==> config.mk <==
export PLATFORM = sky130hd
export DESIGN_NAME = cbyp_cordic_cell
export DESIGN_NICKNAME = d
export VERILOG_FILES = /design/src/camera_basis_from_yaw_pitch_macros.svh /design/src/cbyp_pkg.sv /design/src/cbyp_cordic_cell.sv
export SDC_FILE = /design/constraint.sdc
export NUM_CORES = 1
export LEC_CHECK = 0
export BUFFER_PORTS_ARGS = -buffer_cell sky130_fd_sc_hd__buf_4
export CORE_ASPECT_RATIO = 1.75
export CORE_MARGIN = 2
export CORE_UTILIZATION = 32
export DETAILED_ROUTE_END_ITERATION = 12
export PLACE_DENSITY_LB_ADDON = 0.2
export SYNTH_ARGS = -nofsm -noshare
export SYNTH_HDL_FRONTEND = slang
export SYNTH_SLANG_ARGS = --single-unit
export TNS_END_PERCENT = 1
==> constraint.sdc <==
create_clock -name clk_i -period 4.6 [get_ports clk_i]
set_input_delay 0.69 -clock clk_i [delete_from_list [all_inputs] [get_ports clk_i]]
set_output_delay 0.69 -clock clk_i [all_outputs]
set_load 0.03 [all_outputs]
==> src/camera_basis_from_yaw_pitch_macros.svh <==
// Assertion macros for the camera basis block.
// Used by the top level; expects clk_i and rst_ni in scope.
`ifndef CAMERA_BASIS_FROM_YAW_PITCH_MACROS_SVH
`define CAMERA_BASIS_FROM_YAW_PITCH_MACROS_SVH

// Implication checked in the same cycle.
`define CBYP_ASSERT_NOW(lbl, ante, cons, msg) \
  lbl: assert property (@(posedge clk_i) disable iff (!rst_ni) (ante) |-> (cons)) \
    else $error(msg);

// Implication checked in the next cycle.
`define CBYP_ASSERT_NEXT(lbl, ante, cons, msg) \
  lbl: assert property (@(posedge clk_i) disable iff (!rst_ni) (ante) |=> (cons)) \
    else $error(msg);

`endif

==> src/cbyp_pkg.sv <==
// Shared types and constants for the camera basis block.
// No dependencies.
package cbyp_pkg;

  typedef struct packed {
    logic signed [15:0] yaw_angle;
    logic signed [15:0] pitch_angle;
  } in_t;

  typedef struct packed {
    logic signed [15:0] front_x;
    logic signed [15:0] front_y;
    logic signed [15:0] front_z;
    logic signed [15:0] right_x;
    logic signed [15:0] right_z;
    logic signed [15:0] up_x;
    logic signed [15:0] up_y;
    logic signed [15:0] up_z;
    logic               degenerate;
  } out_t;

  // One CORDIC lane: Q30 vector, residual angle, quadrant and exact-quadrant flag.
  typedef struct packed {
    logic signed [33:0] x;
    logic signed [33:0] y;
    logic signed [33:0] z;
    logic [1:0]         quad;
    logic               exact;
  } lane_t;

  localparam logic signed [33:0] ONE_Q30      = 34'sd1073741824;
  localparam logic signed [33:0] GAIN_INV_Q30 = 34'sd652032874;

  // atan(2^-i), full turn = 2^32
  localparam logic [31:0] ATAN_TAB [32] = '{
    32'd536870912, 32'd316933406, 32'd167458907, 32'd85004756, 32'd42667331,
    32'd21354465, 32'd10679838, 32'd5340245, 32'd2670163, 32'd1335087,
    32'd667544, 32'd333772, 32'd166886, 32'd83443, 32'd41722, 32'd20861,
    32'd10430, 32'd5215, 32'd2608, 32'd1304, 32'd652, 32'd326, 32'd163,
    32'd81, 32'd41, 32'd20, 32'd10, 32'd5, 32'd3, 32'd1, 32'd1, 32'd0
  };

endpackage

==> src/cbyp_cordic_cell.sv <==
// One rotation-mode CORDIC iteration with its output register.
// Depends on cbyp_pkg.
module cbyp_cordic_cell #(
  parameter int IDX = 0
) (
  input  logic            clk_i,
  input  logic            en_i,
  input  cbyp_pkg::lane_t lane_i,
  output cbyp_pkg::lane_t lane_o
);
  import cbyp_pkg::*;

  localparam logic signed [33:0] ATAN = signed'(34'(ATAN_TAB[IDX]));

  lane_t lane_d, lane_q;
  logic signed [33:0] dx, dy;

  always_comb begin
    dx     = lane_i.y >>> IDX;
    dy     = lane_i.x >>> IDX;
    lane_d = lane_i;
    if (!lane_i.z[33]) begin
      lane_d.x = lane_i.x - dx;
      lane_d.y = lane_i.y + dy;
      lane_d.z = lane_i.z - ATAN;
    end else begin
      lane_d.x = lane_i.x + dx;
      lane_d.y = lane_i.y - dy;
      lane_d.z = lane_i.z + ATAN;
    end
  end

  always_ff @(posedge clk_i) begin
    if (en_i) begin
      lane_q <= lane_d;
    end
  end

  assign lane_o = lane_q;

endmodule

* After elaboration in Yosys (flattened, before gate mapping) *
Cells that the tools add are included.

operators by class
  add/subtract/negate cells = 5
  multiplexer cells = 1

operators by type and width
  operator                                                               count
  102-bit 2-to-1 mux                                                     1
  34-bit subtractor                                                      2
  34-bit by 31-bit adder with 34-bit output, second input constant       1
  34-bit adder                                                           1
  34-bit by 31-bit subtractor with 34-bit output, second input constant  1

storage, ports and cells
  flip-flop bits (word level) = 105
  bits of input ports = 107
  output and inout bits = 105
  word-level logic and storage cells = 11

* Logic depth before layout (Yosys ltp) *
  depth in word-level cells = 2
  mapped depth = 13
  mapped depth without buffers = 13

* Worst setup path before layout *
No wires, ideal clock.

  path kind = in2reg
  from = input port lane_i[37] in the netlist's numbering
  to = register lane_q, in the netlist lane_o[67] (data pin)
  setup time = 0.267 ns
  arrival time = 3.020 ns
  required time = 4.333 ns
  path slack = 1.313 ns
  stages = 12
  buffers on the path = 0
  cells stage by stage = ha_1 fa_1 nor2b_1 or3_1 a21oi_1 o21bai_2 a31oi_1 o31ai_2 a31oi_1 o41a_1 o32ai_1 xnor2_1

RTL lines
  element               line                    RTL
  from (decl)           cbyp_cordic_cell.sv:8   input cbyp_pkg::lane_t lane_i,
  to (signal assigned)  cbyp_cordic_cell.sv:35  lane_q <= lane_d;
  to (decl)             cbyp_cordic_cell.sv:15  lane_t lane_d, lane_q;

==> summary.md <==
| Metric | Value |
|---|---|
| Most used cell, CP | `a31oi_1` |
| Hold WC Path Type | `input port to flop` |
| Mapped Avg Cell Area | `just over 9 um2` |
| CP max FO | `6` |
| Worst setup EP type | `flop` |
| Largest net degree at the start of global routing | `77` |
| Worst Path Arrival | `between 4000 and 5000 ps` |
| CTS Root Cell | `clkbuf_16` |
| Antenna Violating Nets Remaining | `0` |
| Final wirelength | `31300 um` |
| Clk sinks | `104` |
| GRT Overall Usage | `20.5%` |
| Die H | `227 um` |
| Die width | `132 um` |
| CTS tree | `yes` |
| Cts repair resizes | `0` |
| CTS HTree Levels | `3` |
| FF+latch count, synth | `approximately 100` |
| Setup Buffers After CTS | `0` |
| Type of the worst setup path | `input port to flop` |
| Cell count after synthesis | `1000` |
| Power per Cell Area | `~310 nW/um2` |
| Largest register FFs | `roughly 100` |
| Nets | `1414` |
| Final min period | `3970 ps` |
| Period utilisation layout | `~86%` |
| Critical path launch point type | `input port` |
| Final WS setup | `629 ps` |
| First-pass GRT wire length | `46900 um` |
| Hold buffers post-CTS | `0` |
| Register area share after synthesis | `34.2%` |
| Seq pwr share | `35.2%` |
| Worst-path clk slew | `90 ps` |
| Vias in the first global route | `8324` |
| Utilization after layout | `about two fifths` |
| Vias/cell | `5.21` |
| Internal | `2.18 mW` |
| Mapped Area | `9120 um2` |
| Critical-path cell list | `buf_4 -> ha_1 -> fa_1 -> nor2b_1 -> or3_1 -> a21oi_1 -> o21bai_2 -> a31oi_1 -> o31ai_2 -> a31oi_1 -> o41a_1 -> o32ai_1 -> xnor2_1` |
| Peak supply drop | `0.183 mV` |
| Clock Path Buffers | `2` |
| Syn_nets | `between 1000 and 1500` |
| MaxCap Viol Count | `0` |
| Slew Viols, Final | `0` |
| Num ports | `~210` |
| Final setup viols | `0` |
| Total core area | `28000 um2` |
| YS warnings | `0` |
| Biggest area consumer among synthesized cells | `edfxtp_1` |
| Worst path required time | `4710 ps` |
| Initial antenna violation count | `0` |
| Unrepaired setup endpoints after global routing | `false` |
| Post-synth EDFFs | `between 100 and 150` |
| Layout cells sized above 1 | `23.1%` |
| Final setup TNS | `0 ps` |
| Leakage | `4.96 nW` |
| CTS buffer count | `9` |
| CP max stage cell | `a31oi_1` |
| Library cells used by synthesis | `80` |
| Via count | `8228` |
| Grt total ovfl | `0` |
| Psw | `1.42 mW` |
| # DRC | `0` |
| Gate power share | `42.5%` |
| N_diodes | `0` |
| Port Buffer Count | `211` |
| Fill count | `2887` |
| Hold Vio Cnt, Final | `0` |
| Fmax | `252 MHz` |
| Area grow syn2layout | `25.5%` |
| Status | `completed` |
| First-iteration detailed-routing DRC count | `547` |
| Die Area | `29900 um2` |
| Top post-synthesis cells by count | `118 x a21oi_1, 104 x edfxtp_1, 102 x ha_1, 99 x nor2_1, 96 x inv_1` |
| Most frequent cell after synthesis | `a21oi_1` |
| Top post-synthesis cells by area | `edfxtp_1 34%, ha_1 14%, a21oi_1 6.5%, xnor2_1 6.2%, nor2_1 4.1%` |
| Row count | `81` |
| Gpl congestion | `between 0.9 and 1` |
| Yosys top cell area share | `34.2%` |
| First-pass iteration count of the detailed router | `5` |
| Clk pwr share | `22.4%` |
| Switching Fraction | `39.4%` |
| Initial Util | `32.6%` |
| Pre-CTS setup slack | `272 ps` |
| Total power | `approximately 3.6 mW` |
| Most common flop cell mapped by yosys | `edfxtp_1` |
| CP peak stage delay | `510 ps` |
| Worst Max-Slew Pin Slew | `1080 ps` |
| Routed len/inst | `19.8 um` |
| DP HPWL | `25300 um` |
| Fraction of registers with async set/reset | `0%` |
| Rel. slew slack | `27.3%` |
per-stage QoR:
stage,hold slack (ps),instances,cell area (um2)
6_report,475,1579,11400
5_1_grt,460,1579,11400
4_1_cts,458,1579,11400
3_5_place_dp,870,1563,11100
3_3_place_gp,868,1563,11100
2_1_floorplan,789,1000,9120
power groups by stage:
stage	registers [mW]	logic, mW	clock network, mW
2_1_floorplan	1.55	0.676	0
3_3_place_gp	1.29	1.52	0
3_5_place_dp	1.29	1.52	0
4_1_cts	1.27	1.53	0.833
5_1_grt	1.27	1.63	0.860
6_report	1.26	1.53	0.803
final cells by class:
type / count / area (um2) / share of cell area (%)
Multi-Input combinational cell: 746 / 5380 / 47.0
Sequential cell: 104 / 3120 / 27.3
Timing Repair Buffer: 237 / 1780 / 15.5
Tap cell: 373 / 467 / 4.08
Inverter: 103 / 392 / 3.42
Clock buffer: 9 / 225 / 1.97
Clock inverter: 7 / 78.8 / 0.689
placed cells by master, fill, tap and decap left out, types with 5 or more instances in the layout:
cell type,n
buf_4,237
a21oi_1,118
edfxtp_1,104
ha_1,102
nor2_1,99
inv_1,96
xnor2_1,65
o21ai_0,50
nand2_1,43
nor3_1,23
o21bai_1,22
a21o_1,21
mux2i_1,16
nand3_1,11
nor2b_1,11
o21a_1,11
o31ai_1,10
nand4_1,10
clkbuf_16,9
nand2b_1,8
clkinv_1,6
o31a_1,6
a211oi_1,6
o211ai_1,6
nor4_1,5
a31oi_1,5
final timing paths:
kind | from | endpoint | slack (ps) | cells after the start
max | lane_i[37] | lane_o[67]$_DFFE_PP_ | 630 | 13
min | lane_i[9] | lane_o[9]$_DFFE_PP_ | 470 | 1
routing by layer:
layer  track usage [%]  share of wire (%)  wire length [um]
met1              19.4                 34             10800
met4              13.6                5.9              1850
met5                 0                  0                 0
met2              40.7                 56             17500
met3              3.07                4.0              1270
worst max-delay path, delay by kind of cell:
kind                     cells  cell delay [ps]
XOR/XNOR                     1              190
AO/OA/AOI/OAI                7             1980
adder cells (fa/ha/maj)      2              630
AND/OR/NAND/NOR              2              480
buffers and inverters        1              120
cells by family after synthesis:
kind of cell | count (synthesis) | synth area share, %
xor+xnor | 69 | 6.63
simple gates | 236 | 12.3
mux | 16 | 1.76
buf+inv | 150 | 6.74
compound gates | 319 | 23.5
fa+ha+maj | 106 | 14.9
flops | 104 | 34.2
Note: power is estimated with default switching activity, not from simulation.
