===== config.mk =====
export PLATFORM = sky130hd
export DESIGN_NAME = cbyp_reduce
export DESIGN_NICKNAME = d
export VERILOG_FILES = /design/src/camera_basis_from_yaw_pitch_macros.svh /design/src/cbyp_pkg.sv /design/src/cbyp_reduce.sv
export SDC_FILE = /design/constraint.sdc
export NUM_CORES = 1
export LEC_CHECK = 0
export BUFFER_PORTS_ARGS = -buffer_cell sky130_fd_sc_hd__buf_2
export CORE_AREA = 2 2 269 271
export CTS_CLUSTER_SIZE = 14
export DETAILED_ROUTE_END_ITERATION = 8
export DIE_AREA = 0 0 271 273
export MAX_ROUTING_LAYER = met4
export SLEW_MARGIN = 20
export SYNTH_ARGS = -nofsm -noshare
export SYNTH_HDL_FRONTEND = slang
export SYNTH_SLANG_ARGS = --single-unit

===== constraint.sdc =====
create_clock -name clk_i -period 6.05 [get_ports clk_i]
set_input_delay 1.21 -clock clk_i [delete_from_list [all_inputs] [get_ports clk_i]]
set_output_delay 1.21 -clock clk_i [all_outputs]
set_load 0.05 [all_outputs]

===== src/camera_basis_from_yaw_pitch_macros.svh =====
// Assertion macros for the camera basis block.
// Used by the top level; expects clk_i and rst_ni in scope.
`ifndef CAMERA_BASIS_FROM_YAW_PITCH_MACROS_SVH
`define CAMERA_BASIS_FROM_YAW_PITCH_MACROS_SVH

// Implication checked in the same cycle.
`define CBYP_ASSERT_NOW(lbl, ante, cons, msg) \
  lbl: assert property (@(posedge clk_i) disable iff (!rst_ni) (ante) |-> (cons)) \
    else $error(msg);

// Implication checked in the next cycle.
`define CBYP_ASSERT_NEXT(lbl, ante, cons, msg) \
  lbl: assert property (@(posedge clk_i) disable iff (!rst_ni) (ante) |=> (cons)) \
    else $error(msg);

`endif


===== src/cbyp_pkg.sv =====
// Shared types and constants for the camera basis block.
// No dependencies.
package cbyp_pkg;

  typedef struct packed {
    logic signed [15:0] yaw_angle;
    logic signed [15:0] pitch_angle;
  } in_t;

  typedef struct packed {
    logic signed [15:0] front_x;
    logic signed [15:0] front_y;
    logic signed [15:0] front_z;
    logic signed [15:0] right_x;
    logic signed [15:0] right_z;
    logic signed [15:0] up_x;
    logic signed [15:0] up_y;
    logic signed [15:0] up_z;
    logic               degenerate;
  } out_t;

  // One CORDIC lane: Q30 vector, residual angle, quadrant and exact-quadrant flag.
  typedef struct packed {
    logic signed [33:0] x;
    logic signed [33:0] y;
    logic signed [33:0] z;
    logic [1:0]         quad;
    logic               exact;
  } lane_t;

  localparam logic signed [33:0] ONE_Q30      = 34'sd1073741824;
  localparam logic signed [33:0] GAIN_INV_Q30 = 34'sd652032874;

  // atan(2^-i), full turn = 2^32
  localparam logic [31:0] ATAN_TAB [32] = '{
    32'd536870912, 32'd316933406, 32'd167458907, 32'd85004756, 32'd42667331,
    32'd21354465, 32'd10679838, 32'd5340245, 32'd2670163, 32'd1335087,
    32'd667544, 32'd333772, 32'd166886, 32'd83443, 32'd41722, 32'd20861,
    32'd10430, 32'd5215, 32'd2608, 32'd1304, 32'd652, 32'd326, 32'd163,
    32'd81, 32'd41, 32'd20, 32'd10, 32'd5, 32'd3, 32'd1, 32'd1, 32'd0
  };

endpackage


===== src/cbyp_reduce.sv =====
// Angle reduction: degrees -> quadrant and Q30 binary angle, five stages.
// Depends on cbyp_pkg.
module cbyp_reduce #(
  parameter int ANGLE_FRAC_BITS = 6
) (
  input  logic                   clk_i,
  input  logic                   en_i,
  input  logic signed [15:0]     angle_i,
  output cbyp_pkg::lane_t        lane_o
);
  import cbyp_pkg::*;

  localparam int FULL    = 360 << ANGLE_FRAC_BITS;
  localparam int QUARTER = 90 << ANGLE_FRAC_BITS;
  localparam int OFF     = FULL * ((32768 + FULL - 1) / FULL);
  localparam int UW      = $clog2(32767 + OFF + 1);
  localparam int LW      = $clog2(FULL);
  localparam int RMW     = UW + 1;
  localparam longint unsigned RM = ((64'd1 << (UW + LW)) + FULL - 1) / FULL;
  localparam int KW      = RMW - LW;
  localparam int RW      = $clog2(QUARTER);
  // reciprocal of 45 for 36-bit numerators, shift 42
  localparam logic [36:0] ZM    = 37'd97734366914;
  localparam logic [17:0] ZM_HI = ZM[36:19];
  localparam logic [18:0] ZM_LO = ZM[18:0];
  localparam logic [79:0] Z22M  = 80'(ZM) * 80'd22;

  localparam logic [UW-1:0] FULL_U = UW'(FULL);
  localparam logic [LW-1:0] Q1 = LW'(QUARTER);
  localparam logic [LW-1:0] Q2 = LW'(2 * QUARTER);
  localparam logic [LW-1:0] Q3 = LW'(3 * QUARTER);

  // stage 1
  logic [UW-1:0]     u_d, u_q;
  logic [UW+RMW-1:0] kp_d, kp_q;
  logic signed [UW:0] us;
  // stage 2
  logic [KW-1:0] k;
  logic [UW-1:0] r_full;
  logic [LW-1:0] r_q;
  // stage 3
  logic [1:0]    q_d, q3_q, q4_q, q5_q;
  logic [LW-1:0] rem_full;
  logic [RW-1:0] rem_q;
  logic          ex3_q, ex4_q, ex5_q;
  // stage 4
  logic [RW+17:0] phi_q;
  logic [RW+18:0] plo_q;
  // stage 5
  logic [79:0] rm, zsum;
  logic [30:0] z_q;

  always_comb begin
    us   = (UW+1)'(angle_i) + (UW+1)'(OFF);
    u_d  = us[UW-1:0];
    kp_d = (UW+RMW)'(u_d) * (UW+RMW)'(RM);
    k      = kp_q[UW+RMW-1:UW+LW];
    r_full = u_q - UW'(k) * FULL_U;
    if (r_q >= Q3) begin
      q_d = 2'd3; rem_full = r_q - Q3;
    end else if (r_q >= Q2) begin
      q_d = 2'd2; rem_full = r_q - Q2;
    end else if (r_q >= Q1) begin
      q_d = 2'd1; rem_full = r_q - Q1;
    end else begin
      q_d = 2'd0; rem_full = r_q;
    end
    rm   = (80'(phi_q) << 19) + 80'(plo_q);
    zsum = (rm << (29 - ANGLE_FRAC_BITS)) + Z22M;
  end

  always_ff @(posedge clk_i) begin
    if (en_i) begin
      u_q   <= u_d;
      kp_q  <= kp_d;
      r_q   <= r_full[LW-1:0];
      q3_q  <= q_d;
      rem_q <= rem_full[RW-1:0];
      ex3_q <= (rem_full == '0);
      q4_q  <= q3_q;
      ex4_q <= ex3_q;
      phi_q <= (RW+18)'(rem_q) * (RW+18)'(ZM_HI);
      plo_q <= (RW+19)'(rem_q) * (RW+19)'(ZM_LO);
      q5_q  <= q4_q;
      ex5_q <= ex4_q;
      z_q   <= zsum[72:42];
    end
  end

  assign lane_o.x     = GAIN_INV_Q30;
  assign lane_o.y     = '0;
  assign lane_o.z     = signed'(34'(z_q));
  assign lane_o.quad  = q5_q;
  assign lane_o.exact = ex5_q;

endmodule


# Word-level counts from Yosys, hierarchy flattened
# Index checks and enable logic that the tools add are counted.
# op_classes
addsub	7
mul	4
div_mod_pow	0
n_lt_le_gt_ge	3
n_eq_ne	0
shifts	0
muxes	5
n_bitwise	0
reduce_logical	2
# ops
operator	n
adder 73 x 41 -> 73 bit, second input constant	1
multiplier 13 x 18 -> 31 bit, second input constant	2
adder 50 x 32 -> 50 bit	1
2-to-1 mux 15 bit	3
multiplier 17 x 17 -> 34 bit, second input constant	1
adder 16 x 17 -> 17 bit, second input constant	1
greater-or-equal comparator 15 x 13 -> 1 bit, second input constant	1
greater-or-equal comparator 15 x 14 -> 1 bit, second input constant	1
greater-or-equal comparator 15 bit, second input constant	1
zero test 15 bit	1
subtractor 15 x 13 -> 15 bit, second input constant	1
subtractor 15 x 14 -> 15 bit, second input constant	1
subtractor 15 bit	1
subtractor 15 bit, second input constant	1
multiplier 3 x 6 -> 6 bit, second input constant	1
2-to-1 mux 1 bit	2
OR reduction 2 bit	1
# word_totals
register_bits	179
latch_bits	0
mem_bits_rw	0
rom_bits	0
input_bits	18
out_inout_bits	105
word_cells	35
mem_count	0

# Logic depth before layout (Yosys ltp)
# Gate-level depths: netlist of the first run.
# depth
depth_word	5
depth_mapped	22
ltp_nobuf	22

# Least setup slack after synthesis of the first run
# Ideal clock, no wire load.
# synth_timing
kind	in2reg
startpoint	input port angle_i[10]
endpoint	register kp_q[34] (data pin)
arrival_ns	6.109
t_required_ns	5.790
setup_slack_ns	-0.319
stages	21
path_buffers	0
path_cell_list	ha_1 nor3_1 xnor2_1 ha_1 fa_1 inv_1 fa_1 fa_1 inv_1 ha_1 ha_1 ha_1 a21o_1 a21o_1 a21o_1 a2bb2oi_1 nand3_1 a31oi_1 o31ai_1 a21oi_1 xnor2_1
# synth_between
elab_chain_len	2
# synth_rtl
item	line_no	source
from (decl)	cbyp_reduce.sv:8	input logic signed [15:0] angle_i,
adder 16 x 17 -> 17 bit	cbyp_reduce.sv:54	us = (UW+1)'(angle_i) + (UW+1)'(OFF);
net us[14]	cbyp_reduce.sv:36	logic signed [UW:0] us;
multiplier 17 x 17 -> 34 bit	cbyp_reduce.sv:56	kp_d = (UW+RMW)'(u_d) * (UW+RMW)'(RM);
net kp_d[34]	cbyp_reduce.sv:35	logic [UW+RMW-1:0] kp_d, kp_q;
to (signal assigned)	cbyp_reduce.sv:75	kp_q <= kp_d;
to (decl)	cbyp_reduce.sv:35	
# The timed path passes the listed nets, and every way through them passes these cells.
# A chain may end at the register's enable or synchronous reset.

# Final worst setup path of the first run
# Ends and elaborated chain as after synthesis.

==> flow_summary.toml, run 1 <==
[drt]
routedWlPerCell_um = 13.2
avgViaCountPerCell = 4.16
drtIter0Drc = 539
routed_wirelength_mm = 37.3
vias = 11700
post-route-drc-count = 0
firstDrtPassIters = 5
ant_nets = 0

[setup_path]
worstPathMaxFanout = 3
worstSetupStartpointType = "input pin"
arrival_ns = 6.04
crit_chain = "buf_2 -> ha_2 -> nor3_4 -> buf_6 -> xnor2_4 -> ha_4 -> fa_1 -> inv_1 -> fa_1 -> fa_1 -> inv_1 -> ha_1 -> ha_4 -> ha_4 -> a21o_1 -> a21o_1 -> a21o_1 -> a2bb2oi_2 -> nand3_1 -> a31oi_2 -> o31ai_2 -> a21oi_2 -> xnor2_1"
cp_slowest_cell = "fa_1"
cp_top_family = "adder cells"
end_kind = "register"
required_ns = 6.24
cp.buffers_inverters = 4
critPathKind = "input pin to register"
cp_slowest_stage_delay_ns = 0.54

[floorplanning]
rows = 98
initial_core_util_pct = 24.8
core_region_area_um2 = 71000
dieArea_um2 = 74000
ioPinCount = 123
chipHeight_um = 273
fp.dieW_um = 271

[synth]
post_synth_fa_ha_maj_area_fraction_pct = 39.8
synth_top_area_share_pct = 24.9
yosysWarningCount = 0
synth_xor_xnor_area_share_pct = 5.66
syn_area_um2 = 17600
synthMuxAreaShare_pct = 0.0568
synth_cell_types = 85
netlist_instances = 1716
synth_top_cell_by_area = "edfxtp_1"
synthTopCellsByArea = "edfxtp_1 (25%), ha_1 (22%), fa_1 (18%)"
synthArstFlopShare_pct = 0
yosysSeqAreaShare_pct = 24.9
synthTopCellsByCount = "inv_1 (371), ha_1 (305), fa_1 (160)"
synth_compound_area_share_pct = 9.36
avgSynthCellArea_um2 = 10.3
synth_top_family_by_area = "adder cells"
synth_seq_cells = 146
synth_most_common_cell = "inv_1"
synth_edf_count = 146
synth-simple-area-share_pct = 8.77
synth_flop_cell = "edfxtp_1"

[place]
post_dp_cell_area_um2 = 19400
hpwlAfterDp_mm = 31.9
gp_congestion = 0.935
io_buffers = 51

[clock_network]
clock_sinks = 146
hold_buffers = 0
cts_tree = "built"
cts_made_buffers = 17
clock_path_buffers = 2
cts_root_buf = "clkbuf_16"
clock_latency_ns = 0.44
path_clk_slew_ns = 0.06
h-tree-depth = 4

[sta]
finalCritPeriodShare_pct = 96.7
hold_viol = 0
setup_viol = 0
fmax_mhz = 171
worst_slew_pin_slew_ns = 0.915
maxSlewHeadroom_pct = 39.0
post-route-min-period_ns = 5.85
clock_skew_ns = 0.0113
slew_viol_final = 0

[global_routing]
grt_first_pass_wirelength_mm = 61.5
grt_usage_pct = 10.7
grt_max_degree = 96
grt_pass1_vias = 12100
antenna_found_initial = 0
gr-total-overflow = 0

[cells_and_area]
multi_input_area_um2 = 11600
regArea_um2 = 4380
stdcell_area_um2 = 20100
nFillCells = 7479
area_delta_synth_final_pct = 13.8
drive_gt1_share_pct = 11.5
final_util_pct = 28.3
layout.nets = 2338
diodes = 0

[hold_path]
worstHoldPathType = "register to register"

[outcome]
outcome = "completed"

[job]
maxCapViolCount = 0
[logic make-up (layout without fill, tap and decap cells)]
logic type                 Yosys count  in the layout
DFF                                146            146
xor gates and xnor gates           114            114
adders and majority gates          465            465
other                                2             71
muxes                                1              1
AOI/OAI and AO/OA                  243            243
and+or+nand+nor                    285            285
buffers and inverters              460            543
[layer usage]
metal / part of all wire (%) / wire length (um) / global-route usage, %
met3: 4.0 / 1480 / 1.75
met2: 49 / 18200 / 18.1
met4: 2.4 / 891 / 3.14
met5: 0 / 0 / -
met1: 45 / 16700 / 13.0
[layout make-up]
| class | count | area share (%) |
|---|---|---|
| Multi-Input combinational cell | 1179 | 58.0 |
| Sequential cell | 146 | 21.8 |
| Inverter | 371 | 6.94 |
| Tap cell | 950 | 5.92 |
| Timing Repair Buffer | 140 | 4.71 |
| Clock buffer | 21 | 2.19 |
| Clock inverter | 11 | 0.418 |
[worst paths after layout]
| kind | slack [ns] | startpoint | endpoint | depth (start not counted) |
|---|---|---|---|---|
| setup reg to reg | 0.39 | rem_q[11] | phi_q[30] | 20 |
| setup / recovery | 0.20 | angle_i[10] | kp_q[34] | 23 |
| hold reg to reg | 0.42 | q3_q[0] | q4_q[0] | 0 |
| hold / removal | 0.42 | q3_q[0] | q4_q[0] | 0 |
[state kept, by name, indices dropped and copies added, names as in the netlist, 2 cells and up]
name,count
z_q,31
r_q,15
q5_q,2
kp_q,3
plo_q,29
phi_q,31
q3_q,2
q4_q,2
rem_q,13
u_q,15
[layout by cell type (no fill, tap or decap), types with 10 or more instances in the layout]
cell type / instances
o21a_1: 14
nor2b_1: 19
conb_1: 71
o211ai_1: 14
nor2_1: 57
nand2_1: 53
and3_1: 14
buf_2: 50
nor3_1: 26
buf_4: 87
xor2_1: 32
nand3_1: 32
a31oi_1: 10
o21ai_0: 34
ha_1: 301
a21o_1: 28
a21oi_1: 68
nand4_1: 10
fa_1: 160
xnor2_1: 78
edfxtp_1: 146
clkbuf_16: 17
inv_1: 371
[metrics by stage]
step / TNS (ns) / hold slack (ns) / cells / setup slack [ns]
after detailed placement: -0.765 / 0.405 / 2784 / -0.346
after floorplan: 0 / 0.400 / 1785 / 0.0268
final: 0 / 0.419 / 2818 / 0.201
after global routing: -0.0683 / 0.428 / 2818 / -0.0573
after CTS: 0 / 0.421 / 2816 / 0.119
after global placement: -0.564 / 0.404 / 2784 / -0.275
[what timing repair did]
| action | 4_1_cts | 5_1_grt |
|---|---|---|
| setup endpoints to repair | 0 | 4 |
| buffers inserted | 0 | 2 |
| resized for setup | 0 | 16 |
| hold endpoints to repair | 0 | 0 |
Power of run 1 is not shown: default switching activity piles up to over one toggle a cycle in this logic, so the estimate is an artifact.
==> run 2, diff against run 1 <==
--- a/config.mk
+++ b/config.mk
@@ -6,10 +6,11 @@
 export NUM_CORES = 1
 export LEC_CHECK = 0
 export BUFFER_PORTS_ARGS = -buffer_cell sky130_fd_sc_hd__buf_2
-export CORE_AREA = 2 2 269 271
+export CORE_AREA = 10 10 277 279
+export CTS_BUF_LIST = sky130_fd_sc_hd__clkbuf_16
 export CTS_CLUSTER_SIZE = 14
 export DETAILED_ROUTE_END_ITERATION = 8
-export DIE_AREA = 0 0 271 273
+export DIE_AREA = 0 0 287 289
 export MAX_ROUTING_LAYER = met4
 export SLEW_MARGIN = 20
 export SYNTH_ARGS = -nofsm -noshare
==> run 2 against run 1 <==
  * First-iteration DRC count up 7.1%
  * Clock skew about the same
  * Global-route usage fell by 0.91 points
  * Clock-buffer cell count shrank 4
  * Via count down 0.49%
  * Core utilization shrank 0.21 points
  * Worst setup slack got worse by 0.016 ns
  * Critical path type unchanged
  * Critical endpoint unchanged
==> flow_summary.toml, run 2 (same netlist as run 1, synthesis figures left out) <==
[outcome]
outcome = "completed"

[sta]
setup_viol = 0
rsz0062_at_grt = "yes"
worst_slew_pin_slew_ns = 0.959
maxSlewHeadroom_pct = 36.0
clock_skew_ns = 0.0118
post-route-min-period_ns = 5.87
finalCritPeriodShare_pct = 96.9
slew_viol_final = 0
hold_viol = 0
fmax_mhz = 171

[clock_network]
cts_root_buf = "clkbuf_16"
cts_made_buffers = 17
clock_sinks = 146
clock_path_buffers = 2
h-tree-depth = 4
clock_latency_ns = 0.44
path_clk_slew_ns = 0.05
cts_tree = "built"

[global_routing]
grt_pass1_vias = 12000
grt_first_pass_wirelength_mm = 62.9
antenna_found_initial = 1
grt_usage_pct = 9.75
gr-total-overflow = 0
grt_max_degree = 107

[hold_path]
worstHoldPathType = "register to register"
holdPathStages = 0

[drt]
firstDrtPassIters = 5
ant_nets = 0
routedWlPerCell_um = 13.8
post-route-drc-count = 0
avgViaCountPerCell = 4.16
drtIter0Drc = 577
vias = 11700
routed_wirelength_mm = 38.7

[floorplanning]
rows = 98
dieArea_um2 = 82900
core_region_area_um2 = 71100
initial_core_util_pct = 24.8
ioPinCount = 123
fp.dieW_um = 287
chipHeight_um = 289

[setup_path]
crit_start = "angle_i[10]"
worstPathMaxFanout = 4
reg2reg_to = "phi_q[30]"
reg2reg_from = "rem_q[11]"
worstSetupStartpointType = "input pin"
required_ns = 6.24
crit_end = "kp_q[34]"
arrival_ns = 6.05
reg2reg_setup_slack_ns = 0.38
ff2ff_path_depth = 20
end_kind = "register"
critPathKind = "input pin to register"

[cells_and_area]
stdcell_area_um2 = 20000
layout_commonest_cell = "inv_1"
final_cell_mix = "inv_1 (372), ha_1 (303), fa_1 (160)"
nFillCells = 7513
layout.nets = 2329
area_delta_synth_final_pct = 13.2
diodes = 0
largestRegisters = "phi_q (31), z_q (31), plo_q (29)"
drive_gt1_share_pct = 10.7

[place]
gp_congestion = 0.937
hpwlAfterDp_mm = 33.2
io_buffers = 51
post_dp_cell_area_um2 = 19400

[job]
maxCapViolCount = 0
run 2: repair_timing:
item / CTS / global route
setup endpoints to repair: 0 / 5
hold buffers: 0 / 0
gates resized for setup: 0 / 8
setup buffers: 0 / 0
run 2: cell type report:
cell class | count | area, um2 | area share [%]
multi-input combinational | 1179 | 11600 | 58.0
sequential | 146 | 4380 | 22.0
inverter | 371 | 1390 | 6.98
tap | 950 | 1190 | 5.96
timing repair buffer | 131 | 862 | 4.32
clock buffer | 17 | 425 | 2.13
clock inverter | 13 | 123 | 0.614
run 2: worst min-delay path by stage:
stage / startpoint / end / slack, ns
5_1_grt: u_q[5] / r_q[5] / 0.42
3_3_place_gp: u_q[6] / r_q[6] / 0.40
3_5_place_dp: u_q[2] / r_q[2] / 0.40
6_report: u_q[5] / r_q[5] / 0.42
2_1_floorplan: ex3_q / ex4_q / 0.40
4_1_cts: u_q[5] / r_q[5] / 0.42
run 2: worst max-delay path: stages:
cell,delay [ns]
buf_2,0.13
ha_2,0.22
nor3_4,0.22
buf_4,0.17
nor3b_2,0.04
ha_1,0.32
fa_1,0.54
inv_1,0.05
fa_1,0.48
fa_1,0.55
inv_1,0.04
ha_1,0.28
ha_1,0.20
ha_1,0.31
and3_1,0.15
nand3_1,0.13
nor2_2,0.19
o21ai_0,0.10
nand3_1,0.09
a31oi_2,0.06
o31ai_2,0.32
a21oi_1,0.12
xnor2_1,0.13
run 2: stage by stage:
step,setup TNS [ns],hold WS [ns],util [%],instances,setup slack [ns]
final,0,0.416,28.1,2807,0.185
after global routing,-0.0964,0.422,28.1,2807,-0.0964
after CTS,0,0.418,28.0,2807,0.0648
after detailed placement,-0.958,0.405,27.2,2777,-0.409
after global placement,-0.985,0.401,27.2,2777,-0.417
after floorplan,0,0.400,-,1785,0.0268
run 2: layer usage:
layer | track usage, % | part of all wire, %
met1 | 12.0 | 46
met2 | 16.4 | 49
met3 | 1.64 | 3.3
met4 | 2.62 | 1.8
met5 | - | 0
Power of run 2 is left out for the same reason.
